`src/rtl/fpc_pkg.sv`:
```
// Package for the frustum plane culler: sizes, item kind codes and
// helper functions used by the sequencer; the divider uses its sizes.
// Depends on nothing.
package fpc_pkg;

  localparam int PLANE_COUNT = 6;
  localparam int FRAC_BITS   = 16;
  localparam int COEF_COUNT  = PLANE_COUNT * 4;
  localparam int DIV_W       = 32 + FRAC_BITS + 1;
  localparam int DIVCNT_W    = $clog2(DIV_W + 1);

  localparam logic [1:0] KIND_LOAD   = 2'd0;
  localparam logic [1:0] KIND_SPHERE = 2'd1;
  localparam logic [1:0] KIND_BOX    = 2'd2;

  // Saturate a 33-bit signed sum to 32 bits.
  function automatic logic [31:0] sat33(input logic [32:0] v);
    logic [31:0] r;
    if (v[32] != v[31]) begin
      r = v[32] ? 32'h8000_0000 : 32'h7FFF_FFFF;
    end else begin
      r = v[31:0];
    end
    return r;
  endfunction

  // Column component for plane p: w plus or minus x, y or z.
  function automatic logic [31:0] load_val(input logic [2:0] p, input logic [31:0] ax,
                                           input logic [31:0] ay, input logic [31:0] az,
                                           input logic [31:0] aw);
    logic [32:0] w33;
    logic [32:0] s;
    w33 = {aw[31], aw};
    case (p)
      3'd0:    s = w33 + {ax[31], ax};
      3'd1:    s = w33 - {ax[31], ax};
      3'd2:    s = w33 - {ay[31], ay};
      3'd3:    s = w33 + {ay[31], ay};
      3'd4:    s = w33 + {az[31], az};
      default: s = w33 - {az[31], az};
    endcase
    return sat33(s);
  endfunction

endpackage

```
`src/rtl/fpc_isqrt.sv`:
```
// Bit-serial integer square root, one result bit per cycle.
// Imports fpc_pkg but uses none of its contents.
module fpc_isqrt (
  input  logic        clk,
  input  logic        rst,
  input  logic        start,
  input  logic [63:0] radicand,
  output logic        done,
  output logic [31:0] root
);
  import fpc_pkg::*;

  logic [33:0] rem;
  logic [63:0] rad;
  logic [4:0]  cnt;
  logic        running;
  logic [35:0] rem_sh;
  logic [35:0] trial;

  assign rem_sh = {rem, rad[63:62]};
  assign trial  = {2'b00, root, 2'b01};

  always_ff @(posedge clk) begin
    if (rst) begin
      running <= 1'b0;
      done    <= 1'b0;
    end else begin
      done <= 1'b0;
      if (start) begin
        running <= 1'b1;
        rem     <= '0;
        root    <= '0;
        rad     <= radicand;
        cnt     <= '0;
      end else if (running) begin
        if (rem_sh >= trial) begin
          rem  <= 34'(rem_sh - trial);
          root <= {root[30:0], 1'b1};
        end else begin
          rem  <= rem_sh[33:0];
          root <= {root[30:0], 1'b0};
        end
        rad <= {rad[61:0], 2'b00};
        cnt <= cnt + 5'd1;
        if (cnt == 5'd31) begin
          running <= 1'b0;
          done    <= 1'b1;
        end
      end
    end
  end

endmodule

```
`config.mk`:
```
export PLATFORM = sky130hd
export DESIGN_NAME = fpc_isqrt
export DESIGN_NICKNAME = d
export VERILOG_FILES = /design/src/rtl/fpc_pkg.sv /design/src/rtl/fpc_isqrt.sv
export SDC_FILE = /design/constraint.sdc
export NUM_CORES = 1
export LEC_CHECK = 0
export BUFFER_PORTS_ARGS = -buffer_cell sky130_fd_sc_hd__clkbuf_2
export CAP_MARGIN = 20
export CORE_MARGIN = 10
export CORE_UTILIZATION = 58
export DETAILED_ROUTE_END_ITERATION = 8
export PLACE_DENSITY = 0.8
export SLEW_MARGIN = 20
export SYNTH_ARGS = -nofsm -noshare
export SYNTH_HDL_FRONTEND = slang
export SYNTH_SLANG_ARGS = --single-unit
```
`constraint.sdc`:
```
create_clock -name clk -period 10.2 [get_ports clk]
set_input_delay 2.04 -clock clk [delete_from_list [all_inputs] [get_ports clk]]
set_output_delay 2.04 -clock clk [all_outputs]
set_load 0.05 [all_outputs]
```
==> results by group <==
Finish
  – Nets: 830
  – Fill cells: 968
  – Area delta synth->final: 15.5%
  – # diodes: 0
  – Cell area after layout: 8760 um2
  – Multi-input logic area: 3210 um2
  – Reg area: 4090 um2
  – Layout cells sized above 1: 28.9%

Critical path
  – WS Path Type: input port to flip-flop
  – Critical Path Most Common Cell: buf_4
  – Cells along the critical path: buf_4 -> nor2_1 -> nor2_4 -> buf_4
  – Worst EP arrival: 3.99 ns
  – Buffers and inverters on the worst path: 2
  – Max FO, Critical Path: 88
  – CP max-delay cell: buf_4
  – Startpoint Class: input port
  – Critical Path RT: 10.25 ns
  – Kind of end point of the critical path: flip-flop
  – CP top delay family: buffers and inverters
  – Highest cell delay on the worst timing path: 0.76 ns

Placed design
  – Port Buf Inserts: 99
  – Placement Cell Area: 8210 um2
  – Detail Placement HPWL: 10.6 mm
  – Global placer's final weighted congestion: 0.889

Pwr
  – Pwr per Cell Area: 190 nW/um2
  – Internal: 1.19 mW
  – Maximum VDD drop: 124 uV
  – Part of the power in registers: 42.0%
  – NetSw: 470 uW
  – Leak: 3.67 nW
  – Combinational Power Share: 23.0%
  – Switch share: 28.2%
  – Clk network pwr share: 34.9%

Logic synthesis
  – Asr flop ratio synth: 0%
  – Synthesized Nets: 731
  – Multiplexer area fraction after synthesis: 12.2%
  – Primary FF master, synth: edfxtp_1
  – Area fraction in compound gates after synthesis: 10.0%
  – Cells after Synth: 628
  – Largest family of logic cells by synthesized area: multiplexers
  – Yosys warning count: 0
  – #FFs+latches synth: 137
  – Synthesized area: 7590 um2
  – Post-synthesis sequential area ratio: 54.0%
  – Netlist cell types: 67
  – Simple-gate area share of the yosys netlist: 10.5%
  – Post-synth EDFFs: 135
  – Post-Synth Adder-Cell Area: 5.94%
  – Synth Area per Inst: 12.1 um2
  – XOR/XNOR Fraction of Synth Area: 3.46%

Clock tree
  – Root Driver: clkbuf_16
  – TritonCTS buffer count: 17
  – Cts hold-fix bufs: 0
  – Worst-skew pair later-pin latency: 0.43 ns
  – H-tree Lvls: 4
  – Setup Buffers After CTS: 0
  – Clk sink count: 137
  – CTS tree: yes
  – Resized Gates After CTS: 0
  – Max clock buf depth: 2
  – Clock-pin slew on the worst setup and hold paths: 0.06 ns

Detailed routing
  – Post-route ant nets: 0
  – Routed length per instance: 16.6 um
  – First drt pass iteration count: 5
  – DR vias/cell: 5.57
  – Routed wire length: 15.1 mm
  – DR vias: 5072
  – DRC: 0
  – 1st-iter DRT viols: 428

STA
  – Max Slew Vio Count: 0
  – Setup Skew: 0.00919 ns
  – Total Neg Setup Slack: 0 ns
  – Final setup violation count: 0
  – RSZ-0062 raised after global routing: false
  – Final Hold Vio Count: 0
  – Period utilisation layout: 38.6%
  – Rel. slew slack: 32.7%
  – Period minus WS final: 3.94 ns
  – Least-Margin Pin Slew: 1.01 ns
  – FMAX: 0.254 GHz

Floorplanning
  – IO Count: 100
  – Core footprint: 12700 um2
  – Starting density of the core: 59.6%
  – Rows: 41
  – Die span in x: 134 um
  – Die H: 134 um
  – Total die area: 18100 um2

Global route
  – Vias in the first global route: 5362
  – First-pass GRT wire length: 25.7 mm
  – Maximum number of pins on one net before global-route repair: 89
  – GRT overflow: 0
  – Initial antenna violation count: 0
  – All-Layer GR Usage: 17.5%

Min path
  – Hold WC Path Type: flip-flop to flip-flop

Job
  – Max-cap violations: 0

Run status
  – Status: completed
## layer usage
| metal | part of all wire (%) | global-route usage [%] | up-vias |
|---|---|---|---|
| met5 | 0 | 0 | - |
| met1 | 43 | 20.9 | 2414 |
| met2 | 48 | 27.7 | 126 |
| li1 | - | - | 2513 |
| met3 | 7.7 | 7.39 | 19 |
| met4 | 1.3 | 6.23 | 0 |
## final timing paths
kind / cells after the start / slack (ns) / start / to
min reg2reg: 1 / 0.51 / running / done
min: 1 / 0.51 / running / done
max reg2reg: 12 / 6.33 / root[0] / rem[2]
max: 4 / 6.26 / start / rad[1]
## cell usage in the layout, fill, tap and decap left out, types with 5 or more instances in the layout
cell type	instances
edfxtp_1	135
clkbuf_2	98
nor2_1	87
mux2_2	62
inv_1	43
ha_1	36
a21oi_1	30
mux2i_1	23
xnor2_1	19
nand2_1	18
clkbuf_16	17
a21o_1	15
nor3_1	13
xor2_1	11
nand3_1	10
a211oi_1	8
nor2b_1	7
or2_2	6
o21ai_0	5
o21bai_1	5
and2_1	5
a31oi_1	5
buf_4	5
## layout make-up
cell class / instances / area share, %
multi-input cells: 425 / 36.6
clock inverters: 12 / 1.46
well taps: 172 / 2.46
flip-flops and latches: 137 / 46.7
inverters: 43 / 1.84
repair buffers: 103 / 6.02
clock buffers: 18 / 4.90
## flip-flops by register name, summed over array words and instances, names as in the netlist
name     cells
cnt          5
rad         64
done         1
running      1
rem         34
root        32
## kinds of logic after synthesis
logic type      Yosys count
buf+inv                  66
xor+xnor                 30
fa+ha+maj                36
simple gates            170
mux                      85
flops                   137
compound gates          104
## power by group through the flow
stage	Combinational (mW)	Clock, mW	Sequential (mW)
global placement	0.368	0	0.708
global route	0.425	0.615	0.705
detailed placement	0.379	0	0.711
CTS	0.384	0.590	0.700
finish	0.383	0.581	0.700
floorplan	0.281	0	0.736
## per-stage QoR
step           hold WS, ns  utilization [%]  power [mW]  worst slack (ns)  cells
2_1_floorplan        0.471                -        1.02              1.68    628
3_3_place_gp         0.489             64.5        1.08              5.87    880
3_5_place_dp         0.493             64.5        1.09              5.79    880
4_1_cts              0.508             68.9        1.67              6.26    910
5_1_grt              0.532             68.9        1.75              6.06    910
6_report             0.507             68.9        1.66              6.26    910
## cells in the mapped netlist, types with 13 or more instances
cell / instances / area (um2)
a21oi_1: 30 / 150
inv_1: 43 / 161
clkbuf_1: 14 / 52.6
a21o_1: 15 / 113
mux2i_1: 23 / 230
ha_1: 36 / 450
nor3_1: 13 / 65.1
nand2_1: 18 / 67.6
mux2_2: 62 / 698
edfxtp_1: 135 / 4050
xnor2_1: 19 / 166
nor2_1: 88 / 330
(Power assumes the default switching activity.)
