<file path="src/rtl/fpc_pkg.sv">
// Package for the frustum plane culler: sizes, item kind codes and
// helper functions used by the sequencer; the divider uses its sizes.
// Depends on nothing.
package fpc_pkg;

  localparam int PLANE_COUNT = 6;
  localparam int FRAC_BITS   = 16;
  localparam int COEF_COUNT  = PLANE_COUNT * 4;
  localparam int DIV_W       = 32 + FRAC_BITS + 1;
  localparam int DIVCNT_W    = $clog2(DIV_W + 1);

  localparam logic [1:0] KIND_LOAD   = 2'd0;
  localparam logic [1:0] KIND_SPHERE = 2'd1;
  localparam logic [1:0] KIND_BOX    = 2'd2;

  // Saturate a 33-bit signed sum to 32 bits.
  function automatic logic [31:0] sat33(input logic [32:0] v);
    logic [31:0] r;
    if (v[32] != v[31]) begin
      r = v[32] ? 32'h8000_0000 : 32'h7FFF_FFFF;
    end else begin
      r = v[31:0];
    end
    return r;
  endfunction

  // Column component for plane p: w plus or minus x, y or z.
  function automatic logic [31:0] load_val(input logic [2:0] p, input logic [31:0] ax,
                                           input logic [31:0] ay, input logic [31:0] az,
                                           input logic [31:0] aw);
    logic [32:0] w33;
    logic [32:0] s;
    w33 = {aw[31], aw};
    case (p)
      3'd0:    s = w33 + {ax[31], ax};
      3'd1:    s = w33 - {ax[31], ax};
      3'd2:    s = w33 - {ay[31], ay};
      3'd3:    s = w33 + {ay[31], ay};
      3'd4:    s = w33 + {az[31], az};
      default: s = w33 - {az[31], az};
    endcase
    return sat33(s);
  endfunction

endpackage

</file>
<file path="src/rtl/fpc_div.sv">
// Restoring unsigned divider, one quotient bit per cycle.
// Depends on fpc_pkg for the dividend width.
module fpc_div (
  input  logic                     clk,
  input  logic                     rst,
  input  logic                     start,
  input  logic [fpc_pkg::DIV_W-1:0] dividend,
  input  logic [31:0]              divisor,
  output logic                     done,
  output logic [fpc_pkg::DIV_W-1:0] quotient
);
  import fpc_pkg::*;

  logic [31:0]         rem;
  logic [31:0]         dvs;
  logic [DIVCNT_W-1:0] cnt;
  logic                running;
  logic [32:0]         rs;

  assign rs = {rem, quotient[DIV_W-1]};

  always_ff @(posedge clk) begin
    if (rst) begin
      running <= 1'b0;
      done    <= 1'b0;
    end else begin
      done <= 1'b0;
      if (start) begin
        running  <= 1'b1;
        rem      <= '0;
        quotient <= dividend;
        dvs      <= divisor;
        cnt      <= '0;
      end else if (running) begin
        if (rs >= {1'b0, dvs}) begin
          rem      <= 32'(rs - {1'b0, dvs});
          quotient <= {quotient[DIV_W-2:0], 1'b1};
        end else begin
          rem      <= rs[31:0];
          quotient <= {quotient[DIV_W-2:0], 1'b0};
        end
        cnt <= cnt + 1'b1;
        if (cnt == DIVCNT_W'(DIV_W - 1)) begin
          running <= 1'b0;
          done    <= 1'b1;
        end
      end
    end
  end

endmodule

</file>
<file path="config.mk">
export PLATFORM = sky130hd
export DESIGN_NAME = fpc_div
export DESIGN_NICKNAME = d
export VERILOG_FILES = /design/src/rtl/fpc_pkg.sv /design/src/rtl/fpc_div.sv
export SDC_FILE = /design/constraint.sdc
export NUM_CORES = 1
export LEC_CHECK = 0
export ABC_AREA = 1
export ABC_CLOCK_PERIOD_IN_PS = 15400
export BUFFER_PORTS_ARGS = -buffer_cell sky130_fd_sc_hd__buf_2
export CAP_MARGIN = 20
export CORE_MARGIN = 10
export CORE_UTILIZATION = 35
export DETAILED_ROUTE_END_ITERATION = 7
export PLACE_DENSITY_LB_ADDON = 0.25
export SLEW_MARGIN = 5
export SYNTH_ARGS = -nofsm -noshare
export SYNTH_HDL_FRONTEND = slang
export SYNTH_SLANG_ARGS = --single-unit
</file>
<file path="constraint.sdc">
create_clock -name clk -period 15.4 [get_ports clk]
set_input_delay 0.77 -clock clk [delete_from_list [all_inputs] [get_ports clk]]
set_output_delay 0.77 -clock clk [all_outputs]
set_load 0.01 [all_outputs]
</file>
==> impl_metrics.toml, run 1 <==
[placement]
io_buffers = 133
dp_hpwl_um = 15800
place_ws_ns = 12.31
place_area_um2 = 8810
place.gp.congestion = 0.932

[floorplanning]
dieWidth_um = 170
die_height_um = 170
core_um2 = 22000
rows = 54
top_level_ports = 134
fp.dieArea_um2 = 28800
start_util_pct = 35.8

[sta]
relSlewSlack_pct = 32.9
hold_slack_ns = 0.511
rsz0062_at_grt = "no"
fmax_ghz = 0.367
period_minus_slack_ns = 2.73
setup_slack_ns = 12.67
hold_viol = 0
setup_viol = 0
clock_skew_ns = 0.0157
slew_violations = 0
tightest_slew_ns = 1.00
setup_tns_ns = 0
period_share_pct = 17.7

[detailed_routing]
ant_nets = 0
vias = 6697
drc_errors = 0
first_iter_violations = 342
wl_per_cell_um = 14.4
vias_per_cell = 4.53
drt_pass1_iterations = 6
routed_wl_um = 21400

[pwr]
p_leak_nw = 4.90
p_per_area_nw_per_um2 = 117
p_switching_w = 0.000372
internal-power_w = 0.000724
clockPowerShare_pct = 37.8
pwr-share-comb_pct = 24.6
power_switching_share_pct = 34.0
max-vdd-ir-drop_v = 0.0000555
p_seq_share_pct = 37.6

[global_route]
grt.total_usage_pct = 15.1
first_global_vias = 6783
grt_max_degree = 84
grt-ovfl-total = 0
grt_pass1_wl_um = 34700
antenna_found_initial = 2

[min_path]
min_to = "dvs[24]"
min_path_type = "in2reg"
holdPathStages = 1
min_from = "divisor[24]"

[synth]
synth_cell_type_count = 36
ys_ff_latch = 121
syn_inst = 1052
synth_largest_area_cell = "edfxtp_1"
async_flop_share_pct = 0
synth_area_leaders = "edfxtp_1 (45%), nand2_1 (21%), inv_1 (8.3%), ha_1 (5.4%), nor2_1 (5.3%)"
synthFlopType = "edfxtp_1"
syn_avg_cell_area_um2 = 7.47
synth_edf_count = 119
synth_fp_nets = 1171
yosysSeqAreaShare_pct = 46.0
syn_area_um2 = 7860
synth_top_area_share_pct = 45.5
ys_warn_count = 0

[clock_tree]
cts.htree.levels = 4
cts.repair.resized = 0
post_cts_buffers = 0
cts_buffers = 17
clk_pin_slew_ns = 0.07
cts_hold_buffers = 0
cts.sink_count = 121
cts_tree = "built"
cts-root-buf = "clkbuf_16"
clockBufferDepth = 2
worstSkewPairLatency_ns = 0.43

[layout]
final_util_pct = 42.8
area_delta_synth_final_pct = 19.7
finalInstanceArea_um2 = 9400
drive_above_1_share_pct = 16.8
layout.nets = 1304

[setup_path]
arrival_ns = 2.99
start_kind = "register"
cp_max_fo = 25
cp.required_ns = 15.67
crit_start = "rem[19]"
reg2regPathDepth = 14
r2r_start = "rem[19]"
r2r_setup_slack_ns = 12.67
crit_path_end_kind = "register"
regToRegEndpoint = "rem[15]"
path_class = "reg2reg"

[outcome]
outcome = "complete, no violations"

[job]
cap_viol_max_count = 0
[worst max-delay path, cell delays in order (launching register included)]
cell      delay, ns
edfxtp_1       0.40
ha_1           0.40
nand2_1        0.15
inv_1          0.05
nand2_1        0.06
nand2_1        0.07
nand2_1        0.06
nand2_1        0.06
nand2_1        0.06
inv_1          0.09
nor2_8         0.44
nand2_8        0.19
inv_4          0.32
nor2_1         0.07
nor2_1         0.14
[worst max path at each step]
| stage | to | slack [ns] | cells after the start |
|---|---|---|---|
| after floorplan | cnt[0] | 9.47 | 4 |
| after global placement | quotient[34] | 12.36 | 6 |
| after detailed placement | quotient[33] | 12.31 | 6 |
| after CTS | rem[15] | 12.67 | 14 |
| after global routing | rem[25] | 12.44 | 14 |
| final | rem[15] | 12.67 | 14 |
[cell usage in the layout (no fill, tap or decap), types with 2 or more instances in the layout]
master / instances
nand2_1: 442
inv_1: 173
buf_2: 133
edfxtp_1: 119
nor2_1: 109
ha_1: 34
nand3_1: 32
nand3b_1: 23
a21oi_1: 19
clkbuf_16: 17
xor2_1: 15
and2_1: 9
inv_2: 7
nand2_2: 7
nor2_2: 7
nor3_1: 6
nand4_1: 6
inv_6: 6
inv_8: 5
buf_4: 4
nor2_4: 3
clkinvlp_4: 2
dfxtp_1: 2
[per-layer routing]
layer | GRT usage (%) | part of all wire [%] | routed length (um)
met2 | 23.5 | 44 | 9400
met5 | 0 | 0.13 | 27
met3 | 5.28 | 7.3 | 1550
met1 | 19.7 | 47 | 10100
met4 | 3.89 | 1.2 | 255
[sequential cells by signal (all words and copies together) (netlist names)]
signal	count
quotient	49
cnt	6
dvs	32
running	1
done	1
rem	32
[kinds of logic (layout without fill, tap and decap cells)]
| kind of cell | Yosys count | after routing | synth area share [%] |
|---|---|---|---|
| compound gates | 24 | 24 | 1.58 |
| xor+xnor | 16 | 16 | 1.78 |
| fa+ha+maj | 35 | 35 | 5.67 |
| buf+inv | 204 | 350 | 10.2 |
| flops | 121 | 121 | 46.0 |
| other cells | 0 | 1 | 0 |
| simple gates | 652 | 652 | 34.8 |
[layout make-up]
cell class | instances | area [um2]
fill | 2266 | 12600
sequential | 121 | 3610
multi-input combinational | 727 | 3460
timing repair buffer | 137 | 696
inverter | 181 | 682
clock buffer | 17 | 425
tap | 280 | 350
clock inverter | 15 | 170
antenna | 1 | 2.50
[per-stage QoR]
step                std cells  total power, W
CTS                      1478         0.00111
global placement         1446        0.000686
detailed placement       1446        0.000689
floorplan                1052        0.000613
global route             1478         0.00116
finish                   1479         0.00110
[power groups by stage]
stage	logic (W)	clock network, W	registers, W
4_1_cts	0.000272	0.000423	0.000413
6_report	0.000270	0.000415	0.000412
3_3_place_gp	0.000267	0	0.000419
3_5_place_dp	0.000271	0	0.000418
2_1_floorplan	0.000191	0	0.000422
5_1_grt	0.000309	0.000436	0.000416
[synthesized netlist by cell type (2+ instances only)]
cell type / count
a21oi_1: 20
and2_1: 9
buf_1: 2
buf_2: 6
buf_6: 3
clkbuf_1: 12
dfxtp_1: 2
edfxtp_1: 119
ha_1: 34
inv_1: 174
inv_2: 6
nand2_1: 442
nand2_2: 7
nand3_1: 32
nand3b_1: 23
nand4_1: 6
nor2_1: 110
nor2_2: 7
nor2_4: 2
nor3_1: 6
xor2_1: 15
Note: power is estimated with default switching activity, not from simulation.
==> run 2: changes to the inputs <==
Settings changed: ABC_CLOCK_PERIOD_IN_PS 15400 to 2500.
Clock period 15.4 ns to 2.5 ns, I/O delays scaled along.
==> run 2 against run 1 <==
  * Clock-buffer cell count unchanged
  * Combinational power rose to 6.7 times the previous value
  * Final cell count up 5.9%
  * Sequential power rose to 6.2 times the previous value
  * Global-route usage up 0.99 points
  * Sequential share of layout area down 3.5 points
  * Critical path depth down 2
  * The flow now finishes with violations (design-rule violations)
  * Core utilization up 4.3 points
  * Setup slack worse by 13 ns
  * Highest routed layer is now met4
  * Register-to-register slack worse by 13 ns
  * Fmax up 16%
  * Critical path type unchanged
==> impl_metrics.toml, run 2 (synthesis gave the netlist of run 1 again) <==
[outcome]
outcome = "finished with violations"
violations = "design-rule violations"

[detailed_routing]
ant_nets = 0
vias_per_cell = 4.55
drc_errors = 2
routed_wl_um = 22900
vias = 7131
wl_per_cell_um = 14.6
first_iter_violations = 380
drt_pass1_iterations = 8

[global_route]
grtUsageMet3_pct = 5.02
grt-ovfl-total = 0
grt.total_usage_pct = 16.1
grt_max_degree = 57
grt_pass1_wl_um = 37200
antenna_found_initial = 0
met1_usage_pct = 20.6
gr-usage-met2_pct = 26.0
first_global_vias = 7297
grt_busiest_layer = "met2"

[clock_tree]
worstSkewPairLatency_ns = 0.43
cts_tree = "built"
post_cts_buffers = 0
cts_buffers = 17
cts.sink_count = 121
cts-root-buf = "clkbuf_16"
clk_pin_slew_ns = 0.06
cts.htree.levels = 4
clockBufferDepth = 2

[layout]
layout.cells.non_filler = 1567
fill_cells = 2189
drive_above_1_share_pct = 16.7
finalInstanceArea_um2 = 10300
layout_commonest_cell = "nand2_1"
final_cell_mix = "nand2_1 (441), inv_1 (173), buf_2 (133)"
layout.nets = 1393
n_antenna_cell = 0
regMostFlops = "quotient"
area_delta_synth_final_pct = 31.6
top_regs = "quotient x49, dvs x32, rem x32"
largest_reg_flops = 49

[floorplanning]
top_level_ports = 134
die_height_um = 170
core_um2 = 22000
rows = 54
fp.dieArea_um2 = 28800
start_util_pct = 35.8
dieWidth_um = 170

[sta]
period_share_pct = 93.9
setup_viol = 0
clock_skew_ns = 0.0183
hold_viol = 0
setup_tns_ns = 0
relSlewSlack_pct = 52.8
tightest_slew_ns = 0.708
hold_slack_ns = 0.00966
period_minus_slack_ns = 2.35
fmax_ghz = 0.426
slew_violations = 0
rsz0062_at_grt = "no"

[setup_path]
arrival_ns = 2.51
r2r_setup_slack_ns = 0.15
cp.required_ns = 2.67
crit_path_end_kind = "register"
start_kind = "register"
cp_max_fo = 25
path_class = "reg2reg"

[placement]
io_buffers = 133
dp_hpwl_um = 16600
place_area_um2 = 8900
place.gp.congestion = 0.897
dp.cells = 1457

[min_path]
min_path_type = "in2reg"

[pwr]
p_per_area_nw_per_um2 = 687
max-vdd-ir-drop_v = 0.000486
p_total_w = 0.00711
p_leak_nw = 5.32

[job]
cap_viol_max_count = 0
-- run 2: changes by cell type in the layout (fill, tap and decap cells not counted), moves of 2 or more --
cell / change
bufinv_16: +3
buf_4: +10
clkinv_4: +3
inv_8: -2
clkinvlp_4: -2
dlygate4sd3_1: +78
-- run 2: report_power, final --
group	internal, W	total, W	switching, W
logic	0.000684	0.00181	0.00112
clock network	0.00171	0.00276	0.00105
registers	0.00246	0.00254	0.0000849
-- run 2: path summary, 6_finish.rpt --
kind           startpoint      endpoint  depth (start not counted)
min          dividend[27]  quotient[27]                          3
min reg2reg  quotient[47]  quotient[48]                          2
max               rem[22]       rem[17]                         12
max reg2reg       rem[22]       rem[17]                         12
-- run 2: layout make-up --
type	instances	area [um2]	share of cell area, %
Timing Repair Buffer	226	1570	15.2
Multi-Input combinational cell	727	3470	33.6
Sequential cell	121	3610	34.9
Inverter	181	682	6.59
Clock inverter	15	224	2.17
Clock buffer	17	425	4.11
Tap cell	280	350	3.39
-- run 2: stage by stage --
| stage | setup WS (ns) | util, % |
|---|---|---|
| global placement | 0.155 | 40.5 |
| detailed placement | 0.139 | 40.5 |
| global route | 0.00142 | 47.1 |
| finish | 0.152 | 47.1 |
| CTS | 0.101 | 47.0 |
| floorplan | 0.0120 | - |
-- run 2: per-layer routing --
| layer | wire length [um] | vias to the layer above | part of all wire [%] |
|---|---|---|---|
| met1 | 10600 | 3228 | 46 |
| met2 | 10400 | 198 | 45 |
| met4 | 284 | 0 | 1.2 |
| li1 | - | 3686 | - |
| met5 | 0 | - | 0 |
| met3 | 1620 | 19 | 7.1 |
-- run 2: worst max-delay path: stages, from the launching register on --
cell and delay [ns]:
edfxtp_1 0.45, ha_1 0.41, nand2_1 0.15, nor2_2 0.17, nand2_1 0.10, nor2_2 0.14, nand2_1 0.08, nand2_2 0.11
nor2_8 0.05, nand2_8 0.08, inv_4 0.12, nor2_1 0.16, nor2_1 0.07
-- run 2: timing repair --
| item | in CTS | in global routing |
|---|---|---|
| endpoints found under the setup margin | 0 | 2 |
| endpoints found under the hold margin | 78 | 0 |
| resized for setup | 0 | 3 |
| hold buffers | 78 | 0 |
